`src/hdl/dmr_pkg.sv`:
```
// Shared types and constants of the dual motor ramp and direction interlock.
// Used by every module of the block; depends on nothing else.
package dmr_pkg;

	// Motor modes as they appear on the result stream.
	typedef enum logic [1:0] {
		MODE_STANDBY = 2'd0,
		MODE_FORWARD = 2'd1,
		MODE_REVERSE = 2'd2
	} mode_t;

	// Request kinds carried in tuser.
	typedef enum logic [1:0] {
		FUNC_VEL  = 2'd0,
		FUNC_TICK = 2'd1,
		FUNC_STOP = 2'd2,
		FUNC_SET  = 2'd3
	} func_t;

	// Register indexes, at byte address 4 * index.
	typedef enum logic [2:0] {
		REG_PERIOD    = 3'd0,
		REG_STEP_LEFT = 3'd1,
		REG_STEP_RGHT = 3'd2,
		REG_DEADBAND  = 3'd3,
		REG_STOP_THR  = 3'd4
	} reg_idx_t;

	localparam logic [15:0] PERIOD_RST   = 16'd999;
	localparam logic [15:0] STEP_RST     = 16'd20;
	localparam logic [14:0] DEADBAND_RST = 15'd328;
	localparam logic [15:0] STOP_THR_RST = 16'd100;

	// Velocity full scale, also the divisor of the duty goal.
	localparam logic [14:0] VEL_FULL = 15'd32767;

	// Result queue depth; it also bounds the requests in flight.
	localparam int unsigned QUEUE_DEPTH = 4;
	localparam int unsigned QPTR_W      = $clog2(QUEUE_DEPTH);
	localparam int unsigned QCNT_W      = $clog2(QUEUE_DEPTH + 1);

	// Configuration register set.
	typedef struct packed {
		logic [15:0] period;
		logic [15:0] step_left;
		logic [15:0] step_right;
		logic [14:0] deadband;
		logic [15:0] stop_thr;
	} cfg_t;

	// What one lane shows after a step.
	typedef struct packed {
		mode_t       mode;
		logic [15:0] rev;
		logic [15:0] fwd;
	} lane_res_t;

endpackage

```
`src/hdl/dmr_lane.sv`:
```
// One motor lane: velocity decode and goal product (stage 1), then goal scaling,
// ramp and direction interlock on the motor state (stage 2). Depends on dmr_pkg.
module dmr_lane import dmr_pkg::*; (
	input  logic        clk,
	input  logic        arst_n,
	input  logic        load,
	input  logic        step,
	input  func_t       func,
	input  logic [15:0] vel,
	input  logic [15:0] period,
	input  logic [15:0] ramp_step,
	input  logic [14:0] deadband,
	input  logic [15:0] stop_thr,
	output lane_res_t   res
);

	// Stage 1 front: saturate, magnitude, wanted direction, product.
	logic signed [15:0] vel_sat;
	logic signed [16:0] vel_ext;
	logic signed [16:0] db_pos;
	logic signed [16:0] db_neg;
	logic        [15:0] vel_neg;
	logic        [14:0] mag;
	logic        [30:0] prod_c;
	mode_t              want_c;

	always_comb begin
		vel_sat = (vel == 16'h8000) ? 16'sh8001 : signed'(vel);
		vel_ext = 17'(vel_sat);
		db_pos  = signed'({2'b00, deadband});
		db_neg  = -db_pos;
		vel_neg = 16'(-vel_sat);
		mag     = vel_sat[15] ? vel_neg[14:0] : vel_sat[14:0];
		prod_c  = 31'(mag) * 31'(period);
		if (vel_ext > db_pos) begin
			want_c = MODE_FORWARD;
		end else if (vel_ext < db_neg) begin
			want_c = MODE_REVERSE;
		end else begin
			want_c = MODE_STANDBY;
		end
	end

	// Stage 1 payload registers.
	func_t       func_s1;
	mode_t       want_s1;
	logic [30:0] prod_s1;

	always_ff @(posedge clk) begin
		if (load) begin
			func_s1 <= func;
			want_s1 <= want_c;
			prod_s1 <= prod_c;
		end
	end

	// Division of the product by 32767 through two folds of the high part
	// into the low part and one final correction.
	logic [15:0] q0;
	logic [16:0] fold1;
	logic [1:0]  q1;
	logic [15:0] fold2;
	logic        q2;
	logic [15:0] goal_c;

	always_comb begin
		q0     = prod_s1[30:15];
		fold1  = 17'(q0) + 17'(prod_s1[14:0]);
		q1     = fold1[16:15];
		fold2  = 16'(q1) + 16'(fold1[14:0]);
		q2     = (fold2 >= 16'(VEL_FULL));
		goal_c = q0 + 16'(q1) + 16'(q2);
	end

	// Motor state.
	logic [15:0] duty_q;
	logic [15:0] goal_q;
	mode_t       mode_q;
	logic [15:0] fwd_q;
	logic [15:0] rev_q;

	logic [15:0] duty_d;
	logic [15:0] goal_d;
	mode_t       mode_d;
	logic [15:0] fwd_d;
	logic [15:0] rev_d;
	logic [15:0] diff;

	// Next state for the request in stage 2.
	always_comb begin
		duty_d = duty_q;
		goal_d = goal_q;
		mode_d = mode_q;
		fwd_d  = fwd_q;
		rev_d  = rev_q;
		diff   = '0;
		case (func_s1)
			FUNC_VEL: begin
				if (mode_q != want_s1) begin
					goal_d = '0;
					if (duty_q < stop_thr) begin
						mode_d = want_s1;
						// The channel that the new mode does not drive is cleared.
						case (want_s1)
							MODE_FORWARD: rev_d = '0;
							MODE_REVERSE: fwd_d = '0;
							default: begin
								fwd_d = '0;
								rev_d = '0;
							end
						endcase
					end
				end else begin
					goal_d = goal_c;
				end
			end
			FUNC_TICK: begin
				// Move toward the goal by at most one step, landing on it.
				if (duty_q < goal_q) begin
					diff   = goal_q - duty_q;
					duty_d = (diff > ramp_step) ? duty_q + ramp_step : goal_q;
				end else if (duty_q > goal_q) begin
					diff   = duty_q - goal_q;
					duty_d = (diff > ramp_step) ? duty_q - ramp_step : goal_q;
				end
				fwd_d = (mode_q == MODE_FORWARD) ? duty_d : '0;
				rev_d = (mode_q == MODE_REVERSE) ? duty_d : '0;
			end
			FUNC_STOP: begin
				mode_d = MODE_STANDBY;
				goal_d = '0;
				fwd_d  = '0;
				rev_d  = '0;
			end
			FUNC_SET: begin
				goal_d = goal_c;
			end
			default: begin
				goal_d = goal_q;
			end
		endcase
	end

	always_ff @(posedge clk or negedge arst_n) begin
		if (!arst_n) begin
			duty_q <= '0;
			goal_q <= '0;
			mode_q <= MODE_STANDBY;
			fwd_q  <= '0;
			rev_q  <= '0;
		end else if (step) begin
			duty_q <= duty_d;
			goal_q <= goal_d;
			mode_q <= mode_d;
			fwd_q  <= fwd_d;
			rev_q  <= rev_d;
		end
	end

	// The state after this step is the lane's result.
	assign res.mode = mode_d;
	assign res.fwd  = fwd_d;
	assign res.rev  = rev_d;

endmodule

```
`src/hdl/dmr_merge.sv`:
```
// Merge stage: joins the two lane results into one result and queues it for
// the output stream. Depends on dmr_pkg.
module dmr_merge import dmr_pkg::*; (
	input  logic              clk,
	input  logic              arst_n,
	input  logic              push,
	input  lane_res_t         res_left,
	input  lane_res_t         res_right,
	output logic [QCNT_W-1:0] count,
	output logic              m_tvalid,
	input  logic              m_tready,
	output logic [71:0]       m_tdata
);

	logic [67:0]       mem_q [QUEUE_DEPTH];
	logic [QPTR_W-1:0] wr_ptr_q;
	logic [QPTR_W-1:0] rd_ptr_q;
	logic [QCNT_W-1:0] count_q;
	logic              pop;
	logic [67:0]       word;

	assign pop  = m_tvalid && m_tready;
	assign word = {res_right.mode, res_left.mode, res_right.rev, res_right.fwd,
		res_left.rev, res_left.fwd};

	// Queue storage.
	always_ff @(posedge clk) begin
		if (push) begin
			mem_q[wr_ptr_q] <= word;
		end
	end

	// Pointers and fill count.
	always_ff @(posedge clk or negedge arst_n) begin
		if (!arst_n) begin
			wr_ptr_q <= '0;
			rd_ptr_q <= '0;
			count_q  <= '0;
		end else begin
			if (push) begin
				wr_ptr_q <= wr_ptr_q + 1'b1;
			end
			if (pop) begin
				rd_ptr_q <= rd_ptr_q + 1'b1;
			end
			if (push && !pop) begin
				count_q <= count_q + 1'b1;
			end else if (pop && !push) begin
				count_q <= count_q - 1'b1;
			end
		end
	end

	assign count    = count_q;
	assign m_tvalid = (count_q != '0);
	assign m_tdata  = {4'b0000, mem_q[rd_ptr_q]};

endmodule

```
`src/hdl/dual_motor_ramp_direction_interlock.sv`:
```
// Dual H-bridge motor driver with ramped duty and direction interlock.
// With an empty queue, a request's result is offered after its stage 1 registers and its write into the result queue.
// Throughput: one request per cycle; the four-entry result queue sets the stall point.
// Every request yields one result, the motor state after the request.
// Reset (arst_n low) clears duties, goals, modes, compare values and the queue,
// and loads the register defaults.
module dual_motor_ramp_direction_interlock import dmr_pkg::*; (
	input  logic        clk,
	input  logic        arst_n,
	// Request stream.
	input  logic        s_tvalid,
	output logic        s_tready,
	input  logic [31:0] s_tdata,   // vel_left [15:0], vel_right [31:16]
	input  logic [1:0]  s_tuser,   // func [1:0]
	// Result stream.
	output logic        m_tvalid,
	input  logic        m_tready,
	output logic [71:0] m_tdata,   // fwd_left, rev_left, fwd_right, rev_right (16 each),
	                               // mode_left [65:64], mode_right [67:66], zero fill
	// Register port.
	input  logic        psel,
	input  logic        penable,
	input  logic        pwrite,
	input  logic [4:0]  paddr,
	input  logic [31:0] pwdata,
	output logic [31:0] prdata,
	output logic        pready
);

	cfg_t     cfg_q;
	reg_idx_t idx;

	assign idx    = reg_idx_t'(paddr[4:2]);
	assign pready = 1'b1;

	// Register writes.
	always_ff @(posedge clk or negedge arst_n) begin
		if (!arst_n) begin
			cfg_q.period     <= PERIOD_RST;
			cfg_q.step_left  <= STEP_RST;
			cfg_q.step_right <= STEP_RST;
			cfg_q.deadband   <= DEADBAND_RST;
			cfg_q.stop_thr   <= STOP_THR_RST;
		end else if (psel && penable && pwrite && pready) begin
			case (idx)
				REG_PERIOD:    cfg_q.period     <= pwdata[15:0];
				REG_STEP_LEFT: cfg_q.step_left  <= pwdata[15:0];
				REG_STEP_RGHT: cfg_q.step_right <= pwdata[15:0];
				REG_DEADBAND:  cfg_q.deadband   <= pwdata[14:0];
				REG_STOP_THR:  cfg_q.stop_thr   <= pwdata[15:0];
				default: begin
					cfg_q <= cfg_q;
				end
			endcase
		end
	end

	// Register reads.
	always_comb begin
		case (idx)
			REG_PERIOD:    prdata = {16'd0, cfg_q.period};
			REG_STEP_LEFT: prdata = {16'd0, cfg_q.step_left};
			REG_STEP_RGHT: prdata = {16'd0, cfg_q.step_right};
			REG_DEADBAND:  prdata = {17'd0, cfg_q.deadband};
			REG_STOP_THR:  prdata = {16'd0, cfg_q.stop_thr};
			default:       prdata = '0;
		endcase
	end

	// Request acceptance, bounded by the free queue space.
	logic              accept;
	logic              v_s1;
	logic [QCNT_W-1:0] count;
	logic [QCNT_W-1:0] in_flight;
	func_t             func;
	logic [15:0]       vel_right_lane;

	assign in_flight = count + QCNT_W'(v_s1);
	assign s_tready  = (in_flight < QCNT_W'(QUEUE_DEPTH));
	assign accept    = s_tvalid && s_tready;
	assign func      = func_t'(s_tuser);

	always_ff @(posedge clk or negedge arst_n) begin
		if (!arst_n) begin
			v_s1 <= 1'b0;
		end else begin
			v_s1 <= accept;
		end
	end

	// A magnitude set drives both goals from the left velocity.
	assign vel_right_lane = (func == FUNC_SET) ? s_tdata[15:0] : s_tdata[31:16];

	lane_res_t res_left;
	lane_res_t res_right;

	dmr_lane u_lane_left (
		.clk       (clk),
		.arst_n    (arst_n),
		.load      (accept),
		.step      (v_s1),
		.func      (func),
		.vel       (s_tdata[15:0]),
		.period    (cfg_q.period),
		.ramp_step (cfg_q.step_left),
		.deadband  (cfg_q.deadband),
		.stop_thr  (cfg_q.stop_thr),
		.res       (res_left)
	);

	dmr_lane u_lane_right (
		.clk       (clk),
		.arst_n    (arst_n),
		.load      (accept),
		.step      (v_s1),
		.func      (func),
		.vel       (vel_right_lane),
		.period    (cfg_q.period),
		.ramp_step (cfg_q.step_right),
		.deadband  (cfg_q.deadband),
		.stop_thr  (cfg_q.stop_thr),
		.res       (res_right)
	);

	dmr_merge u_merge (
		.clk       (clk),
		.arst_n    (arst_n),
		.push      (v_s1),
		.res_left  (res_left),
		.res_right (res_right),
		.count     (count),
		.m_tvalid  (m_tvalid),
		.m_tready  (m_tready),
		.m_tdata   (m_tdata)
	);

endmodule

```
`config.mk`:
```
export PLATFORM = sky130hd
export DESIGN_NAME = dual_motor_ramp_direction_interlock
export DESIGN_NICKNAME = d
export VERILOG_FILES = /design/src/hdl/dmr_pkg.sv /design/src/hdl/dmr_lane.sv /design/src/hdl/dmr_merge.sv /design/src/hdl/dual_motor_ramp_direction_interlock.sv
export SDC_FILE = /design/constraint.sdc
export NUM_CORES = 2
export LEC_CHECK = 0
export ABC_AREA = 1
export BUFFER_PORTS_ARGS = -buffer_cell sky130_fd_sc_hd__buf_2
export CORE_MARGIN = 1.5
export CORE_UTILIZATION = 45
export DETAILED_ROUTE_END_ITERATION = 7
export PLACE_DENSITY = 0.66
export SLEW_MARGIN = 20
export SYNTH_ARGS = -nofsm -noshare
export SYNTH_HDL_FRONTEND = slang
export SYNTH_HIERARCHICAL = 1
export SYNTH_SLANG_ARGS = --single-unit
```
`constraint.sdc`:
```
create_clock -name clk -period 7.6 [get_ports clk]
set_input_delay 0.76 -clock clk [delete_from_list [all_inputs] [get_ports clk]]
set_output_delay 0.76 -clock clk [all_outputs]
set_load 0.01 [all_outputs]
```
After elaboration in Yosys (flattened, before gate mapping)
Memory sizes are Yosys's and may differ from the RTL's.
Index checks and enable logic that the tools add are counted.
Widths: inputs -> output; s select.
{"block": "totals", "output_inout_bits": 107, "wordCells": 158, "ff_bits": 287, "inputBits": 78, "n_memories": 1, "mem_bits_rw": 272}
{"name": "u_merge.mem_q", "depth": 4, "word_bits": 68, "read_ports": 1, "rd_clocked_by_memory_dff": 0, "wr": 1, "line": "dmr_merge.sv:15", "source": "logic [67:0] mem_q [QUEUE_DEPTH];"}
{"block": "classes", "muxes": 50, "order_cmp": 17, "multipliers": 2, "reduce_logical": 20, "addsub": 24, "eq_ne": 20}
{"cell": "$mux 16", "count": 29}
{"cell": "$pmux 16 s3", "count": 6}
{"cell": "$gt 16x16->1", "count": 8}
{"cell": "$sub 16x16->16", "count": 6}
{"cell": "$pmux 16 s5", "count": 1}
{"cell": "$lt 16x16->1", "count": 4}
{"cell": "$mul 15x16->31", "count": 2}
{"cell": "$add 16x15->17", "count": 2}
{"cell": "$lt 16x17->1", "count": 2}
{"cell": "$add 16x1->16", "count": 2}
{"cell": "$add 16x16->16", "count": 2}
{"cell": "$add 16x2->16", "count": 2}
{"cell": "$add 2x15->16", "count": 2}
{"cell": "$eq 16x16->1 const B", "count": 2}
{"cell": "$ge 16x15->1 const B", "count": 2}
{"cell": "$mux 15", "count": 2}
{"cell": "$neg 15->15", "count": 2}
{"cell": "$neg 15->17", "count": 1}
{"cell": "$eq 2x2->1 const B", "count": 7}
{"cell": "$reduce_and 2->1", "count": 7}
{"cell": "$mux 2", "count": 6}
{"cell": "$eq 2x1->1 const B", "count": 5}
{"cell": "$pmux 2 s2", "count": 2}
{"cell": "$eq 3x2->1 const B", "count": 2}
{"cell": "16 further kinds", "count": 27}

Logic depth before layout (Yosys ltp)
{"block": "depth", "ltp_word": 7, "depth_mapped": 42, "mapped_depth_nobuf": 41}

Modules after synthesis
The synthesis kept the hierarchy.
{"mod": "dmr_lane (u_lane_left)", "area_per_inst_um2": 19944.1, "cells_per_inst": 2781, "instances": 1, "seq_area_each_um2": 2702.6}
{"mod": "dmr_lane (u_lane_right)", "area_per_inst_um2": 19214.7, "cells_per_inst": 2648, "instances": 1, "seq_area_each_um2": 2702.6}
{"mod": "dmr_merge", "area_per_inst_um2": 11367.2, "cells_per_inst": 853, "instances": 1, "seq_area_each_um2": 8343.0}
{"mod": "dual_motor_ramp_direction_interlock", "area_per_inst_um2": 4336.7, "cells_per_inst": 599, "instances": 1, "seq_area_each_um2": 2024.4}

Worst setup path after synthesis
Ideal clock, no wire load.
{"block": "synth_timing", "path_type": "input to register", "startpoint": "input port s_tuser[0]", "endpoint": "register u_lane_right.prod_s1[21] (data pin)", "t_arrival_ns": 7.306, "path_buffers": 3, "path_stages": 36, "slack_ns": 0.035, "required_time_ns": 7.342, "setup_time_ns": 0.258, "path_cell_list": "clkbuf_1 -> nand2_1 -> clkbuf_1 -> nand2_1 -> nand2_1 -> nor2_1 -> and3_4 -> nand4_1 -> nand2_2 -> nor2_2 -> nand2_2 -> nor2_4 -> o21ai_0 -> o21ai_2 -> buf_4 -> nor2_1 -> fa_1 -> inv_1 -> fa_1 -> inv_1 -> fa_1 -> inv_1 -> fa_1 -> inv_1 -> fa_1 -> inv_1 -> fa_1 -> inv_1 -> ha_1 -> a21o_1 -> a21oi_1 -> nor2_1 -> nor2_1 -> o21ai_0 -> a21oi_1 -> xnor2_1"}
{"block": "synth_via", "elab_chain_cells": 7}
{"element": "from (decl)", "line": "dual_motor_ramp_direction_interlock.sv:14", "source": "input logic [1:0] s_tuser,"}
{"element": "$eq 2x2->1 *", "line": "dual_motor_ramp_direction_interlock.sv:92", "source": "assign vel_right_lane = (func == FUNC_SET) ? s_tdata[15:0] : s_tdata[31:16];"}
{"element": "$mux 16 *", "line": "dual_motor_ramp_direction_interlock.sv:92"}
{"element": "via vel_right_lane[10]", "line": "dual_motor_ramp_direction_interlock.sv:76", "source": "logic [15:0] vel_right_lane;"}
{"element": "$eq 16x16->1", "line": "dmr_lane.sv:28", "source": "vel_sat = (vel == 16'h8000) ? 16'sh8001 : signed'(vel);"}
{"element": "$mux 16 *", "line": "dmr_lane.sv:28"}
{"element": "$neg 15->15", "line": "dmr_lane.sv:32", "source": "vel_neg = 16'(-vel_sat);"}
{"element": "$mux 15 *", "line": "dmr_lane.sv:33", "source": "mag = vel_sat[15] ? vel_neg[14:0] : vel_sat[14:0];"}
{"element": "$mul 15x16->31 *", "line": "dmr_lane.sv:34", "source": "prod_c = 31'(mag) * 31'(period);"}
{"element": "via u_lane_right.prod_c[21]", "line": "dmr_lane.sv:24", "source": "logic [30:0] prod_c;"}
{"element": "to (signal assigned)", "line": "dmr_lane.sv:53", "source": "prod_s1 <= prod_c;"}
{"element": "to (decl)", "line": "dmr_lane.sv:47", "source": "logic [30:0] prod_s1;"}
Mark *: on every way through the listed nets, which the timed path passes. The rest lies on a longest branch.
A chain may end at the register's enable or synchronous reset.

Final worst setup path
{"block": "layout_timing", "startpoint": "input port s_tdata[6]", "endpoint": "register u_lane_left.prod_s1[30] (data pin)"}
{"block": "layout_via", "elab_chain_cells": 5}
{"element": "from (decl)", "line": "dual_motor_ramp_direction_interlock.sv:13", "source": "input logic [31:0] s_tdata,"}
{"element": "$eq 16x16->1", "line": "dmr_lane.sv:28"}
{"element": "$mux 16 *", "line": "dmr_lane.sv:28"}
{"element": "$neg 15->15", "line": "dmr_lane.sv:32"}
{"element": "$mux 15 *", "line": "dmr_lane.sv:33"}
{"element": "$mul 15x16->31 *", "line": "dmr_lane.sv:34"}
{"element": "via u_lane_left.prod_c[30]", "line": "dmr_lane.sv:24"}
{"element": "to (signal assigned)", "line": "dmr_lane.sv:53"}
{"element": "to (decl)", "line": "dmr_lane.sv:47"}
Marked as above.

==> impl_metrics.yaml <==
critical_path:
  critPathArrivalTime_ns: 7.33
  critPathMaxFanout: 10
  worstSetupEndpointType: "register"
  critPathLaunchType: "primary input"
  cp.required_ns: 7.99
  crit_top_cell: "inv_1"
  worst_path_max_delay_cell: "fa_1"
  rr_startpoint: "cfg_q[72]$_DFFE_PN1P_"
  max_stage_delay_ns: 0.57
  rr_endpoint: "u_lane_left/prod_s1[30]$_DFFE_PP_"
  regToRegSetupSlack_ns: 1.06
  rr_worst_depth: 22
  crit_type: "in2reg"
grt:
  met3_usage: 0.0545
  grt_pass1_wl_mm: 251
  antenna_found_initial: 14
  grt_usage: 0.255
  grt_pass1_vias: 44900
  grt_remaining_overflow: 0
  grt-busiest-layer: "met2"
  use_met1: 0.357
  grtUsageMet2: 0.397
  grt_start_max_net_pins: 131
synthesis:
  ys.flop_type: "edfxtp_1"
  syn-cell-area_um2: 54900
  synth-seq-cells: 561
  synth_commonest_cells: "nand2_1, inv_1, nor2_1, ha_1, nand3_1"
  synth.distinct_cells: 68
  synthTopCellsByArea: "edfxtp_1, fa_1, nand2_1, ha_1, dfrtp_1"
  yosysTopAreaCellShare: 0.187
  synth_top_cell_by_area: "edfxtp_1"
  async_flop_share: 0.390
  avgSynthCellArea_um2: 7.97
  syn_inst: 6881
  synth-edff-count: 342
  yosysSeqAreaShare: 0.287
  yosysWarnings: 6
  synth_most_common_cell: "nand2_1"
finish:
  drive_gt1_frac: 0.0861
  postLayoutCellArea_um2: 59500
  final_util: 0.494
  fin_nets: 7956
  area_growth_pct: 8.51
place:
  post_dp_cell_area_um2: 57400
  dp_hpwl_mm: 127
  pre_cts_ws_ns: -0.0213
  gp_congestion: 0.963
  io_buffers: 145
detailed_routing:
  wire_per_inst_um: 18.5
  dr.first_iter.drc_count: 4217
  route.detailed.drc: 0
  drt_wl_total_mm: 160
  vias: 46400
  viasPerCell: 5.36
  dr.pass1.iters: 7
  ant_nets: 0
floorplanning:
  rows: 127
  fp.dieW_um: 352
  boundaryPins: 185
  design.die.area_um2: 124000
  die_y_um: 352
  initial_utilization: 0.455
  core_area_um2: 120000
sta:
  setup_tns_ns: 0
  fmax_mhz: 144
  rsz0062_at_grt: "no"
  hold_violations: 0
  finalSetupViolCount: 0
  worst_slew_pin_slew_ns: 1.05
  finalMaxSlewViolations: 0
  fin_crit_ns: 6.94
  fin_skew_ns: 0.0350
  layout_setup_ws_ns: 0.661
  timing.final.crit_share: 0.913
  maxSlewHeadroom: 0.298
min_path:
  hold_path_class: "in2async"
cts:
  post-cts-setup-buffers: 0
  post_cts_resized: 0
  cts_tree: "built"
  cts-htree-levels: 2
  clkTransAtPathRegs_ns: 0.06
  cts-root-buf: "clkbuf_16"
  clock_path_buffers: 3
  ctsHoldBuffers: 0
  clock_latency_ns: 0.66
  numCtsBuffers: 59
  numClockSinks: 561
status:
  outcome: "finished clean"
flow_run:
  drv_cap: 0
[layout make-up]
type,count,area (µm²)
clock inverter,38,482
clock buffer,74,1590
fill,11700,60900
sequential,561,15800
antenna,6,15.0
multi-input combinational,4903,33200
timing repair buffer,314,2070
inverter,1157,4360
tap,1612,2020
[worst max path at each step]
stage	startpoint	endpoint	cells after the start
after floorplan	s_tuser[0]	u_lane_right/prod_s1[21]$_DFFE_PP_	36
after global placement	s_tuser[0]	u_lane_right/prod_s1[29]$_DFFE_PP_	36
after detailed placement	s_tuser[0]	u_lane_right/prod_s1[27]$_DFFE_PP_	33
after CTS	s_tuser[1]	u_lane_right/prod_s1[27]$_DFFE_PP_	32
after global routing	s_tuser[1]	u_lane_right/prod_s1[27]$_DFFE_PP_	32
final	s_tdata[6]	u_lane_left/prod_s1[30]$_DFFE_PP_	31
[flip-flops by register name, indices dropped and copies added, names as in the netlist, 3 cells and up]
signal and count:
cfg_q 79, u_lane_left/fwd_q 16, u_lane_left/goal_q 16, u_merge/count 3
u_lane_left/prod_s1 31, u_lane_right/fwd_q 16, u_lane_right/rev_q 16, u_lane_left/duty_q 16
u_lane_right/goal_q 16, u_lane_right/duty_q 16, u_merge/mem_q 272, u_lane_left/rev_q 16
u_lane_right/prod_s1 31
[per-stage QoR]
stage,hold WS [ns],cells
after global routing,0.175,8659
after global placement,0.461,8547
after detailed placement,0.465,8547
final,0.0863,8665
after floorplan,0.449,6899
after CTS,0.148,8659
[cell families (layout without fill, tap and decap cells)]
family	Yosys count	after routing	share of synthesized area
compound gates	879	879	0.0937
simple gates	2922	2922	0.225
other cells	3	27	0.000205
xor+xnor	199	199	0.0318
flops	561	561	0.287
buf+inv	1435	1583	0.109
fa+ha+maj	882	882	0.253
[per-layer routing]
metal | wire length (µm) | vias to the layer above | share of wire
li1 | - | 22200 | -
met3 | 14300 | 249 | 0.089
met1 | 71300 | 22300 | 0.45
met4 | 4440 | 10 | 0.028
met2 | 70100 | 1670 | 0.44
met5 | 69 | - | 0.00043
[layout by cell type (no fill, tap or decap), drive strengths merged, types with 15 or more instances in the layout]
cell / count
a21o: 22
a21oi: 345
buf: 314
clkbuf: 74
clkinv: 24
conb: 21
dfrtp: 201
dfstp: 18
edfxtp: 342
fa: 377
ha: 505
inv: 1157
nand2: 1746
nand3: 473
nand4: 51
nor2: 558
nor3: 52
o211ai: 149
o21a: 15
o21ai: 253
o21bai: 19
o22ai: 18
xnor2: 52
xor2: 147
[critical path: cells and delay by family]
family | cells | cell delay [ns]
compound gates | 4 | 0.86
xor+xnor | 1 | 0.13
fa+ha+maj | 7 | 3.45
buf+inv | 9 | 1.01
simple gates | 10 | 1.11
Power is not shown: default switching activity piles up to over one toggle a cycle in this logic, so the estimate is an artifact.
